===== src/rtl/core/pcq_pkg.sv =====
package pcq_pkg;

  localparam int unsigned LenW = 4;

  typedef enum logic [1:0] {
    ST_OK    = 2'd0,
    ST_FULL  = 2'd1,
    ST_EMPTY = 2'd2,
    ST_RANGE = 2'd3
  } status_e;

  typedef enum logic [1:0] {
    CMD_NOTE  = 2'd0,
    CMD_WRITE = 2'd1,
    CMD_READ  = 2'd2
  } cmd_kind_e;

  typedef struct packed {
    cmd_kind_e           kind;
    status_e             status;
    logic [LenW-1:0]     len;
  } cmd_ctrl_t;

endpackage


===== src/rtl/core/pcq_front.sv =====
module pcq_front #(
  parameter int unsigned NUM_CLASSES = 32,
  parameter int unsigned QUEUE_DEPTH = 8,
  parameter int unsigned CLS_W       = 5,
  parameter int unsigned SLOT_W      = 3,
  parameter int unsigned CNT_W       = 4,
  parameter int unsigned ST_W        = 16
) (
  input  logic               clk_i,
  input  logic               rst_ni,
  input  logic               in_valid_i,
  output logic               in_stall_o,
  input  logic               op_i,
  input  logic [4:0]         class_index_i,
  input  logic [15:0]        item_tag_i,
  input  logic               urgent_i,
  output logic               cmd_valid_o,
  input  logic               cmd_full_i,
  output pcq_pkg::cmd_ctrl_t cmd_ctrl_o,
  output logic [CLS_W-1:0]   cmd_cls_o,
  output logic [SLOT_W-1:0]  cmd_slot_o,
  output logic [ST_W-1:0]    cmd_tag_o,
  output logic               cmd_urgent_o
);
  import pcq_pkg::*;

  localparam int unsigned SumW = CNT_W + 1;

  logic [CNT_W-1:0]  cnt_q  [NUM_CLASSES];
  logic [SLOT_W-1:0] head_q [NUM_CLASSES];
  logic [CNT_W-1:0]  cnt_d;
  logic [SLOT_W-1:0] head_d;
  logic              upd;
  logic              accept;
  logic [6:0]        cls_ext;
  logic              in_range;
  logic [CLS_W-1:0]  idx;
  logic [CNT_W-1:0]  cnt;
  logic [SLOT_W-1:0] head;
  logic [SLOT_W-1:0] head_dec;
  logic [SLOT_W-1:0] head_inc;
  logic [SumW-1:0]   tail_sum;
  logic [SLOT_W-1:0] tail;
  logic [7:0]        len_add;
  logic [7:0]        len_cur;
  logic [7:0]        len_pick;

  assign in_stall_o  = cmd_full_i;
  assign cmd_valid_o = in_valid_i;
  assign accept      = in_valid_i & ~cmd_full_i;

  assign cls_ext  = {2'b00, class_index_i};
  assign in_range = cls_ext < 7'(NUM_CLASSES);
  assign idx      = cls_ext[CLS_W-1:0];
  assign cnt      = cnt_q[idx];
  assign head     = head_q[idx];

  assign head_dec = (head == '0) ? SLOT_W'(QUEUE_DEPTH - 1) : head - SLOT_W'(1);
  assign head_inc = (head == SLOT_W'(QUEUE_DEPTH - 1)) ? '0 : head + SLOT_W'(1);

  always_comb begin
    tail_sum = SumW'(head) + SumW'(cnt);
    if (tail_sum >= SumW'(QUEUE_DEPTH)) begin
      tail_sum = tail_sum - SumW'(QUEUE_DEPTH);
    end
  end
  assign tail = tail_sum[SLOT_W-1:0];

  assign len_cur  = 8'(cnt);
  assign len_add  = 8'(cnt) + 8'd1;
  assign len_pick = 8'(cnt) - 8'd1;

  assign cmd_cls_o    = idx;
  assign cmd_tag_o    = item_tag_i[ST_W-1:0];
  assign cmd_urgent_o = urgent_i;

  always_comb begin
    cmd_ctrl_o.kind   = CMD_NOTE;
    cmd_ctrl_o.status = ST_OK;
    cmd_ctrl_o.len    = '0;
    cmd_slot_o        = head;
    cnt_d             = cnt;
    head_d            = head;
    upd               = 1'b0;
    if (!in_range) begin
      cmd_ctrl_o.status = ST_RANGE;
    end else if (!op_i) begin
      if (cnt == CNT_W'(QUEUE_DEPTH)) begin
        cmd_ctrl_o.status = ST_FULL;
        cmd_ctrl_o.len    = len_cur[LenW-1:0];
      end else begin
        cmd_ctrl_o.kind = CMD_WRITE;
        cmd_ctrl_o.len  = len_add[LenW-1:0];
        cnt_d           = cnt + CNT_W'(1);
        upd             = 1'b1;
        if (urgent_i) begin
          cmd_slot_o = head_dec;
          head_d     = head_dec;
        end else begin
          cmd_slot_o = tail;
        end
      end
    end else begin
      if (cnt == '0) begin
        cmd_ctrl_o.status = ST_EMPTY;
      end else begin
        cmd_ctrl_o.kind = CMD_READ;
        cmd_ctrl_o.len  = len_pick[LenW-1:0];
        cnt_d           = cnt - CNT_W'(1);
        head_d          = head_inc;
        upd             = 1'b1;
      end
    end
  end

  always_ff @(posedge clk_i or negedge rst_ni) begin
    if (!rst_ni) begin
      for (int i = 0; i < NUM_CLASSES; i++) begin
        cnt_q[i]  <= '0;
        head_q[i] <= '0;
      end
    end else if (accept && upd) begin
      cnt_q[idx]  <= cnt_d;
      head_q[idx] <= head_d;
    end
  end

endmodule


===== src/rtl/core/pcq_cmd_fifo.sv =====
module pcq_cmd_fifo #(
  parameter int unsigned DATA_W = 32
) (
  input  logic              clk_i,
  input  logic              rst_ni,
  input  logic              push_valid_i,
  output logic              full_o,
  input  logic [DATA_W-1:0] push_data_i,
  output logic              pop_valid_o,
  input  logic              pop_ready_i,
  output logic [DATA_W-1:0] pop_data_o
);

  logic [DATA_W-1:0] entry_q [2];
  logic              wr_ptr_q;
  logic              rd_ptr_q;
  logic [1:0]        cnt_q;
  logic [1:0]        cnt_d;
  logic              push;
  logic              pop;

  assign full_o      = cnt_q == 2'd2;
  assign pop_valid_o = cnt_q != 2'd0;
  assign pop_data_o  = entry_q[rd_ptr_q];
  assign push        = push_valid_i & ~full_o;
  assign pop         = pop_valid_o & pop_ready_i;

  always_comb begin
    cnt_d = cnt_q;
    if (push && !pop) begin
      cnt_d = cnt_q + 2'd1;
    end else if (pop && !push) begin
      cnt_d = cnt_q - 2'd1;
    end
  end

  always_ff @(posedge clk_i or negedge rst_ni) begin
    if (!rst_ni) begin
      wr_ptr_q <= 1'b0;
      rd_ptr_q <= 1'b0;
      cnt_q    <= 2'd0;
    end else begin
      cnt_q <= cnt_d;
      if (push) begin
        wr_ptr_q <= ~wr_ptr_q;
      end
      if (pop) begin
        rd_ptr_q <= ~rd_ptr_q;
      end
    end
  end

  always_ff @(posedge clk_i) begin
    if (push) begin
      entry_q[wr_ptr_q] <= push_data_i;
    end
  end

endmodule


===== src/rtl/core/pcq_back.sv =====
module pcq_back #(
  parameter int unsigned NUM_CLASSES = 32,
  parameter int unsigned QUEUE_DEPTH = 8,
  parameter int unsigned CLS_W       = 5,
  parameter int unsigned SLOT_W      = 3,
  parameter int unsigned ST_W        = 16
) (
  input  logic               clk_i,
  input  logic               rst_ni,
  input  logic               cmd_valid_i,
  output logic               cmd_ready_o,
  input  pcq_pkg::cmd_ctrl_t cmd_ctrl_i,
  input  logic [CLS_W-1:0]   cmd_cls_i,
  input  logic [SLOT_W-1:0]  cmd_slot_i,
  input  logic [ST_W-1:0]    cmd_tag_i,
  input  logic               cmd_urgent_i,
  output logic               out_valid_o,
  input  logic               out_stall_i,
  output logic [1:0]         status_o,
  output logic [15:0]        picked_tag_o,
  output logic               picked_urgent_o,
  output logic [3:0]         queue_length_o
);
  import pcq_pkg::*;

  logic [ST_W:0]  mem_q [NUM_CLASSES][QUEUE_DEPTH];
  logic [ST_W:0]  rd_q;
  logic           pop;
  logic           s1_adv;
  logic           s1_valid_q;
  logic           s1_valid_d;
  cmd_ctrl_t      s1_ctrl_q;
  logic           out_valid_q;
  logic [1:0]     status_q;
  logic [15:0]    tag_q;
  logic           urg_q;
  logic [3:0]     len_q;

  assign s1_adv      = ~out_valid_q | ~out_stall_i;
  assign cmd_ready_o = ~s1_valid_q | s1_adv;
  assign pop         = cmd_valid_i & cmd_ready_o;

  always_comb begin
    s1_valid_d = s1_valid_q;
    if (pop) begin
      s1_valid_d = 1'b1;
    end else if (s1_adv) begin
      s1_valid_d = 1'b0;
    end
  end

  always_ff @(posedge clk_i) begin
    if (pop && cmd_ctrl_i.kind == CMD_WRITE) begin
      mem_q[cmd_cls_i][cmd_slot_i] <= {cmd_urgent_i, cmd_tag_i};
    end
    if (pop && cmd_ctrl_i.kind == CMD_READ) begin
      rd_q <= mem_q[cmd_cls_i][cmd_slot_i];
    end
  end

  always_ff @(posedge clk_i or negedge rst_ni) begin
    if (!rst_ni) begin
      s1_valid_q  <= 1'b0;
      out_valid_q <= 1'b0;
    end else begin
      s1_valid_q <= s1_valid_d;
      if (s1_adv) begin
        out_valid_q <= s1_valid_q;
      end
    end
  end

  always_ff @(posedge clk_i) begin
    if (pop) begin
      s1_ctrl_q <= cmd_ctrl_i;
    end
    if (s1_adv && s1_valid_q) begin
      status_q <= s1_ctrl_q.status;
      len_q    <= s1_ctrl_q.len;
      case (s1_ctrl_q.kind)
        CMD_READ: begin
          tag_q <= 16'(rd_q[ST_W-1:0]);
          urg_q <= rd_q[ST_W];
        end
        default: begin
          tag_q <= '0;
          urg_q <= 1'b0;
        end
      endcase
    end
  end

  assign out_valid_o     = out_valid_q;
  assign status_o        = status_q;
  assign picked_tag_o    = tag_q;
  assign picked_urgent_o = urg_q;
  assign queue_length_o  = len_q;

endmodule


===== src/rtl/core/per_class_queue_urgent_front.sv =====
// channel  valid       stall        payload
// in       in_valid_i  in_stall_o   op_i, class_index_i, item_tag_i, urgent_i
// out      out_valid_o out_stall_i  status_o, picked_tag_o, picked_urgent_o, queue_length_o
//
// One item per cycle while out_stall_i is low; results pass the command queue first.
// Front resolves count/head per class on acceptance; back does the single
// storage write or registered read, then the output register.
// Reset clears counts, head positions, queue and valid flags; storage is not cleared.
// in_stall_o rises only when the two-entry command queue is full.
module per_class_queue_urgent_front #(
  parameter int unsigned NUM_CLASSES = 32,
  parameter int unsigned QUEUE_DEPTH = 8,
  parameter int unsigned TAG_WIDTH   = 16
) (
  input  logic        clk_i,
  input  logic        rst_ni,
  input  logic        in_valid_i,
  output logic        in_stall_o,
  input  logic        op_i,
  input  logic [4:0]  class_index_i,
  input  logic [15:0] item_tag_i,
  input  logic        urgent_i,
  output logic        out_valid_o,
  input  logic        out_stall_i,
  output logic [1:0]  status_o,
  output logic [15:0] picked_tag_o,
  output logic        picked_urgent_o,
  output logic [3:0]  queue_length_o
);
  import pcq_pkg::*;

  localparam int unsigned ClsW   = (NUM_CLASSES > 1) ? $clog2(NUM_CLASSES) : 1;
  localparam int unsigned SlotW  = (QUEUE_DEPTH > 1) ? $clog2(QUEUE_DEPTH) : 1;
  localparam int unsigned CntW   = $clog2(QUEUE_DEPTH + 1);
  localparam int unsigned StW    = (TAG_WIDTH < 16) ? TAG_WIDTH : 16;
  localparam int unsigned CtrlW  = $bits(cmd_ctrl_t);
  localparam int unsigned FifoW  = CtrlW + ClsW + SlotW + StW + 1;

  logic              f_valid;
  logic              f_full;
  cmd_ctrl_t         f_ctrl;
  logic [ClsW-1:0]   f_cls;
  logic [SlotW-1:0]  f_slot;
  logic [StW-1:0]    f_tag;
  logic              f_urg;
  logic [FifoW-1:0]  push_data;
  logic [FifoW-1:0]  pop_data;
  logic              b_valid;
  logic              b_ready;
  cmd_ctrl_t         b_ctrl;

  pcq_front #(
    .NUM_CLASSES (NUM_CLASSES),
    .QUEUE_DEPTH (QUEUE_DEPTH),
    .CLS_W       (ClsW),
    .SLOT_W      (SlotW),
    .CNT_W       (CntW),
    .ST_W        (StW)
  ) u_front (
    .clk_i         (clk_i),
    .rst_ni        (rst_ni),
    .in_valid_i    (in_valid_i),
    .in_stall_o    (in_stall_o),
    .op_i          (op_i),
    .class_index_i (class_index_i),
    .item_tag_i    (item_tag_i),
    .urgent_i      (urgent_i),
    .cmd_valid_o   (f_valid),
    .cmd_full_i    (f_full),
    .cmd_ctrl_o    (f_ctrl),
    .cmd_cls_o     (f_cls),
    .cmd_slot_o    (f_slot),
    .cmd_tag_o     (f_tag),
    .cmd_urgent_o  (f_urg)
  );

  assign push_data = {f_ctrl, f_cls, f_slot, f_tag, f_urg};

  pcq_cmd_fifo #(
    .DATA_W (FifoW)
  ) u_fifo (
    .clk_i        (clk_i),
    .rst_ni       (rst_ni),
    .push_valid_i (f_valid),
    .full_o       (f_full),
    .push_data_i  (push_data),
    .pop_valid_o  (b_valid),
    .pop_ready_i  (b_ready),
    .pop_data_o   (pop_data)
  );

  assign b_ctrl = cmd_ctrl_t'(pop_data[FifoW-1 -: CtrlW]);

  pcq_back #(
    .NUM_CLASSES (NUM_CLASSES),
    .QUEUE_DEPTH (QUEUE_DEPTH),
    .CLS_W       (ClsW),
    .SLOT_W      (SlotW),
    .ST_W        (StW)
  ) u_back (
    .clk_i           (clk_i),
    .rst_ni          (rst_ni),
    .cmd_valid_i     (b_valid),
    .cmd_ready_o     (b_ready),
    .cmd_ctrl_i      (b_ctrl),
    .cmd_cls_i       (pop_data[SlotW+StW+1 +: ClsW]),
    .cmd_slot_i      (pop_data[StW+1 +: SlotW]),
    .cmd_tag_i       (pop_data[1 +: StW]),
    .cmd_urgent_i    (pop_data[0]),
    .out_valid_o     (out_valid_o),
    .out_stall_i     (out_stall_i),
    .status_o        (status_o),
    .picked_tag_o    (picked_tag_o),
    .picked_urgent_o (picked_urgent_o),
    .queue_length_o  (queue_length_o)
  );

  a_fail_no_pick : assert property (@(posedge clk_i) disable iff (!rst_ni)
    (out_valid_o && status_o != ST_OK) |-> (picked_tag_o == '0 && !picked_urgent_o))
    else $error("refused item carries pick data");

  a_range_len : assert property (@(posedge clk_i) disable iff (!rst_ni)
    (out_valid_o && (status_o == ST_RANGE || status_o == ST_EMPTY)) |->
      queue_length_o == '0)
    else $error("non-zero length on range or empty result");

  a_full_len : assert property (@(posedge clk_i) disable iff (!rst_ni)
    (out_valid_o && status_o == ST_FULL) |-> queue_length_o == 4'(QUEUE_DEPTH))
    else $error("full result with wrong length");

endmodule

===== config.mk =====
export PLATFORM = sky130hd
export DESIGN_NAME = per_class_queue_urgent_front
export DESIGN_NICKNAME = d
export VERILOG_FILES = /design/src/rtl/core/pcq_pkg.sv /design/src/rtl/core/pcq_front.sv /design/src/rtl/core/pcq_cmd_fifo.sv /design/src/rtl/core/pcq_back.sv /design/src/rtl/core/per_class_queue_urgent_front.sv
export SDC_FILE = /design/constraint.sdc
export NUM_CORES = 2
export LEC_CHECK = 0
export ABC_CLOCK_PERIOD_IN_PS = 4300
export BUFFER_PORTS_ARGS = -buffer_cell sky130_fd_sc_hd__buf_2
export CORE_UTILIZATION = 45
export DETAILED_ROUTE_END_ITERATION = 7
export PLACE_DENSITY_LB_ADDON = 0.1
export SETUP_SLACK_MARGIN = 0.05
export SLEW_MARGIN = 20
export SYNTH_ARGS = -nofsm -noshare
export SYNTH_HDL_FRONTEND = slang
export SYNTH_MEMORY_MAX_BITS = 65536
export SYNTH_SLANG_ARGS = --single-unit

===== constraint.sdc =====
create_clock -name clk_i -period 4.3 [get_ports clk_i]
set_input_delay 0 -clock clk_i [delete_from_list [all_inputs] [get_ports clk_i]]
set_output_delay 0 -clock clk_i [all_outputs]
set_load 0.02 [all_outputs]

==> run_results.csv <==
group,metric,value,unit
worst_setup_path,crit_path_cell_trace,"buf_6, and4b_1, o21ai_4, buf_12, buf_4, a21oi_1, nor4_1, nand4_1, a2111oi_0, nand4_1",
global_routing,antenna_found_initial,39,
final_layout,num-nets-final,10400,
timing,relSlewSlack,15.0,%
timing,min_period,4.20,ns
worst_setup_path,endpoint_kind,"flip-flop",
timing,finalHoldViolCount,0,
place,placed_cell_area,197000,µm²
logic_synthesis,synthFlopType,"edfxtp_1",
timing,holdWs,0.117,ns
timing,tightest_slew,1.28,ns
flow_run,maxCapViolCount,0,
routing,drtIter0Drc,14400,
timing,setup_tns,0,ns
routing,drt_first_pass_iters,5,
logic_synthesis,ys_async_sr_fraction,4.90,%
logic_synthesis,avgSynthCellArea,19.2,µm²
place,dp_slack,-0.411,ns
routing,drc,0,
clock_network,cts-htree-levels,5,
floorplanning,rows,232,
timing,skew,0.108,ns
logic_synthesis,yosys_warnings,0,
logic_synthesis,ys_types,74,
floorplanning,fp.dieW,635,µm
place,hpwlAfterDp,360000,µm
global_routing,overflow,0,
timing,report.final.slew_viol_count,0,
worst_setup_path,crit_required,5.04,ns
power,ir_drop,0.00106,V
logic_synthesis,synth_edf_count,4466,
power,p_leak,70.0,nW
worst_setup_path,max_stage_delay,0.65,ns
timing,rsz0062_at_grt,"no",
worst_setup_path,crit_type,"flip-flop to flip-flop",
floorplanning,pin_count,52,
worst_hold_path,min_path_type,"primary input to flip-flop",
timing,setup_violations,0,
power,p_comb_share,27.8,%
final_layout,syn2layout_area_growth,18.2,%
clock_network,clk_pin_slew,0.06,ns
timing,period_share,97.8,%
logic_synthesis,synth_cells,9396,
logic_synthesis,synth_nets,9433,
routing,vias_per_cell,6.24,
logic_synthesis,synth_seq_area_share,77.5,%
global_routing,grt_max_degree,126,
worst_setup_path,cpMostUsedCell,"nand4_1",
global_routing,grt_pass1_wl,802000,µm
power,p_sw_share,32.0,%
clock_network,cts_tree,"built",
logic_synthesis,syn_area,180000,µm²
worst_setup_path,cp.arrival,4.94,ns
routing,totalWireLength,583000,µm
clock_network,cts_buffer_depth,4,
final_layout,postLayoutCellArea,213000,µm²
worst_setup_path,critPathMaxFanout,17,
clock_network,clock_latency,1.07,ns
worst_setup_path,critPathTopFamily,"compound AO/OA/AOI/OAI gates",
timing,max_clock_freq,238,MHz
worst_setup_path,critPathLaunchType,"flip-flop",
power,clkPwrFrac,30.6,%
place,io_buffers,51,
floorplanning,start_util,45.2,%
place,globalplace.congestion,0.930,
power,internal_power,92.8,mW
routing,wl_per_cell,36.3,µm
clock_network,numCtsBuffers,479,
final_layout,drive_gt1_share,28.4,%
worst_setup_path,cpMaxStageDelayCell,"o21ai_4",
floorplanning,coreArea,399000,µm²
global_routing,grt_use_total,28.5,%
global_routing,grt_pass1_vias,97700,
clock_network,clock-sinks,4696,
timing,setup_ws,0.0961,ns
power,seq_power_share,41.7,%
floorplanning,fp.dieH,635,µm
floorplanning,die_area,404000,µm²
worst_setup_path,critPathBufInv,3,
clock_network,root_buffer,"clkbuf_16",
routing,ant_nets,0,
power,p_sw,43.7,mW
power,powerDensity,640,nW/µm²
outcome,status,"completed",
routing,routed-via-count,100000,
logic_synthesis,ys_ff_latch,4696,
==> area by class of cell <==
type	count	area (µm²)
fillers	31100	186000
diodes	13	32.5
multi-input cells	4132	39600
clock inverters	281	2990
inverters	17	63.8
clock buffers	597	12700
flip-flops and latches	4696	140000
well taps	5265	6590
repair buffers	1046	11500
==> registers in the layout (all words and copies together), names as in the netlist, 2 cells and up <==
name	count
u_back.rd_q	17
u_back.mem_q	4352
u_front.head_q	96
u_back.s1_ctrl_q	8
u_front.cnt_q	128
u_fifo.cnt_q	2
u_back.queue_length_o	4
u_back.status_o	2
u_back.picked_tag_o	16
u_fifo.entry_q	66
==> layer usage <==
| metal | share of wire, % | vias up | wire, µm | global-route usage (%) |
|---|---|---|---|---|
| li1 | - | 40100 | - | - |
| met5 | 0.017 | - | 97 | 0 |
| met4 | 4.2 | 14 | 24500 | 10.2 |
| met2 | 46 | 5341 | 267000 | 43.9 |
| met3 | 9.5 | 914 | 55300 | 5.19 |
| met1 | 40 | 53700 | 236000 | 41.1 |
==> cells by family after synthesis <==
| kind of cell | Yosys count | synth area share [%] |
|---|---|---|
| xor gates and xnor gates | 8 | 0.0492 |
| DFF | 4696 | 77.5 |
| muxes | 1286 | 12.9 |
| buffers and inverters | 569 | 1.34 |
| and+or+nand+nor | 1680 | 4.12 |
| adders and majority gates | 10 | 0.0735 |
| AOI/OAI and AO/OA | 1147 | 4.01 |
==> final timing paths <==
kind / start / to / slack [ns] / cells past startpoint
hold reg to reg: u_front.cnt_q[31]$_DFFE_PN0P_ / u_front.cnt_q[31]$_DFFE_PN0P_ / 0.48 / 1
hold / removal: in_valid_i / u_fifo.wr_ptr_q$_DFFE_PN0P_ / 0.12 / 4
setup reg to reg: u_fifo.rd_ptr_q$_DFFE_PN0P_ / u_back.rd_q[3]$_DFFE_PP_ / 0.1 / 10
setup / recovery: u_fifo.rd_ptr_q$_DFFE_PN0P_ / u_back.rd_q[3]$_DFFE_PP_ / 0.1 / 10
min in group asynchronous: rst_ni / u_fifo.rd_ptr_q$_DFFE_PN0P_ / 0.48 / 4
max in group asynchronous: rst_ni / u_front.head_q[19]$_DFFE_PN0P_ / 3.16 / 4
==> cells in the mapped netlist, types with 20 or more instances <==
| library cell | number | share of area (%) |
|---|---|---|
| nand3_1 | 21 | 0.058 |
| a21oi_1 | 518 | 1.4 |
| buf_1 | 31 | 0.064 |
| nand2_1 | 1043 | 2.2 |
| nand4_1 | 68 | 0.24 |
| a221oi_1 | 42 | 0.20 |
| and2_1 | 20 | 0.069 |
| a22o_1 | 35 | 0.17 |
| buf_2 | 131 | 0.36 |
| nor2_1 | 287 | 0.60 |
| o21ai_0 | 22 | 0.061 |
| nor4_1 | 143 | 0.50 |
| a41oi_1 | 29 | 0.14 |
| dfrtp_1 | 230 | 3.2 |
| a31oi_1 | 32 | 0.11 |
| clkbuf_1 | 370 | 0.77 |
| o22ai_1 | 105 | 0.36 |
| mux2_2 | 229 | 1.4 |
| mux4_2 | 801 | 10 |
| a22oi_1 | 314 | 1.3 |
| edfxtp_1 | 4466 | 74 |
| mux2_4 | 21 | 0.17 |
| mux2i_1 | 228 | 1.3 |
==> placed cells by master (no fill, tap or decap), types with 35 or more instances in the layout <==
| master | netlist | routed |
|---|---|---|
| a21oi_1 | 518 | 516 |
| a221oi_1 | 42 | 39 |
| a22o_1 | 35 | 35 |
| a22oi_1 | 314 | 312 |
| buf_12 | 0 | 287 |
| buf_2 | 131 | 49 |
| buf_4 | 7 | 659 |
| bufinv_16 | 0 | 52 |
| clkbuf_1 | 370 | 101 |
| clkbuf_16 | 0 | 485 |
| clkinv_1 | 0 | 114 |
| clkinv_2 | 0 | 75 |
| dfrtp_1 | 230 | 229 |
| dlygate4sd3_1 | 0 | 45 |
| edfxtp_1 | 4466 | 4466 |
| mux2_2 | 229 | 210 |
| mux2i_1 | 228 | 220 |
| mux4_2 | 801 | 801 |
| nand2_1 | 1043 | 1037 |
| nand4_1 | 68 | 68 |
| nor2_2 | 0 | 250 |
| nor4_1 | 143 | 141 |
| o22ai_1 | 105 | 105 |
==> power by group through the flow <==
stage	clock (mW)	combinational [mW]	sequential (mW)
4_1_cts	42.2	37.7	56.8
2_1_floorplan	0	18.3	58.2
3_3_place_gp	0	36.8	57.7
6_report	41.7	37.9	56.9
3_5_place_dp	0	37.4	57.8
5_1_grt	43.9	39.2	56.9
==> timing repair <==
action / 4_1_cts / 5_1_grt
endpoints found under the setup margin: 8 / 10
pin swaps: 3 / 5
resized for setup: 10 / 6
setup buffers: 13 / 9
hold buffers: 46 / 0
cloned: 1 / 0
endpoints found under the hold margin: 586 / 0
==> per-stage QoR <==
step	power, mW	util [%]	std cells
after global placement	94.6	49.3	15100
final	137	53.4	16000
after CTS	137	53.4	16000
after floorplan	76.6	-	9396
after global routing	140	53.4	16000
after detailed placement	95.2	49.3	15100
==> tightest hold or removal path, delay by kind of cell <==
family,cells,cell delay (ns)
xor+xnor,1,0.10
simple gates,1,0.25
buf+inv,2,0.70
(Power assumes the default switching activity.)
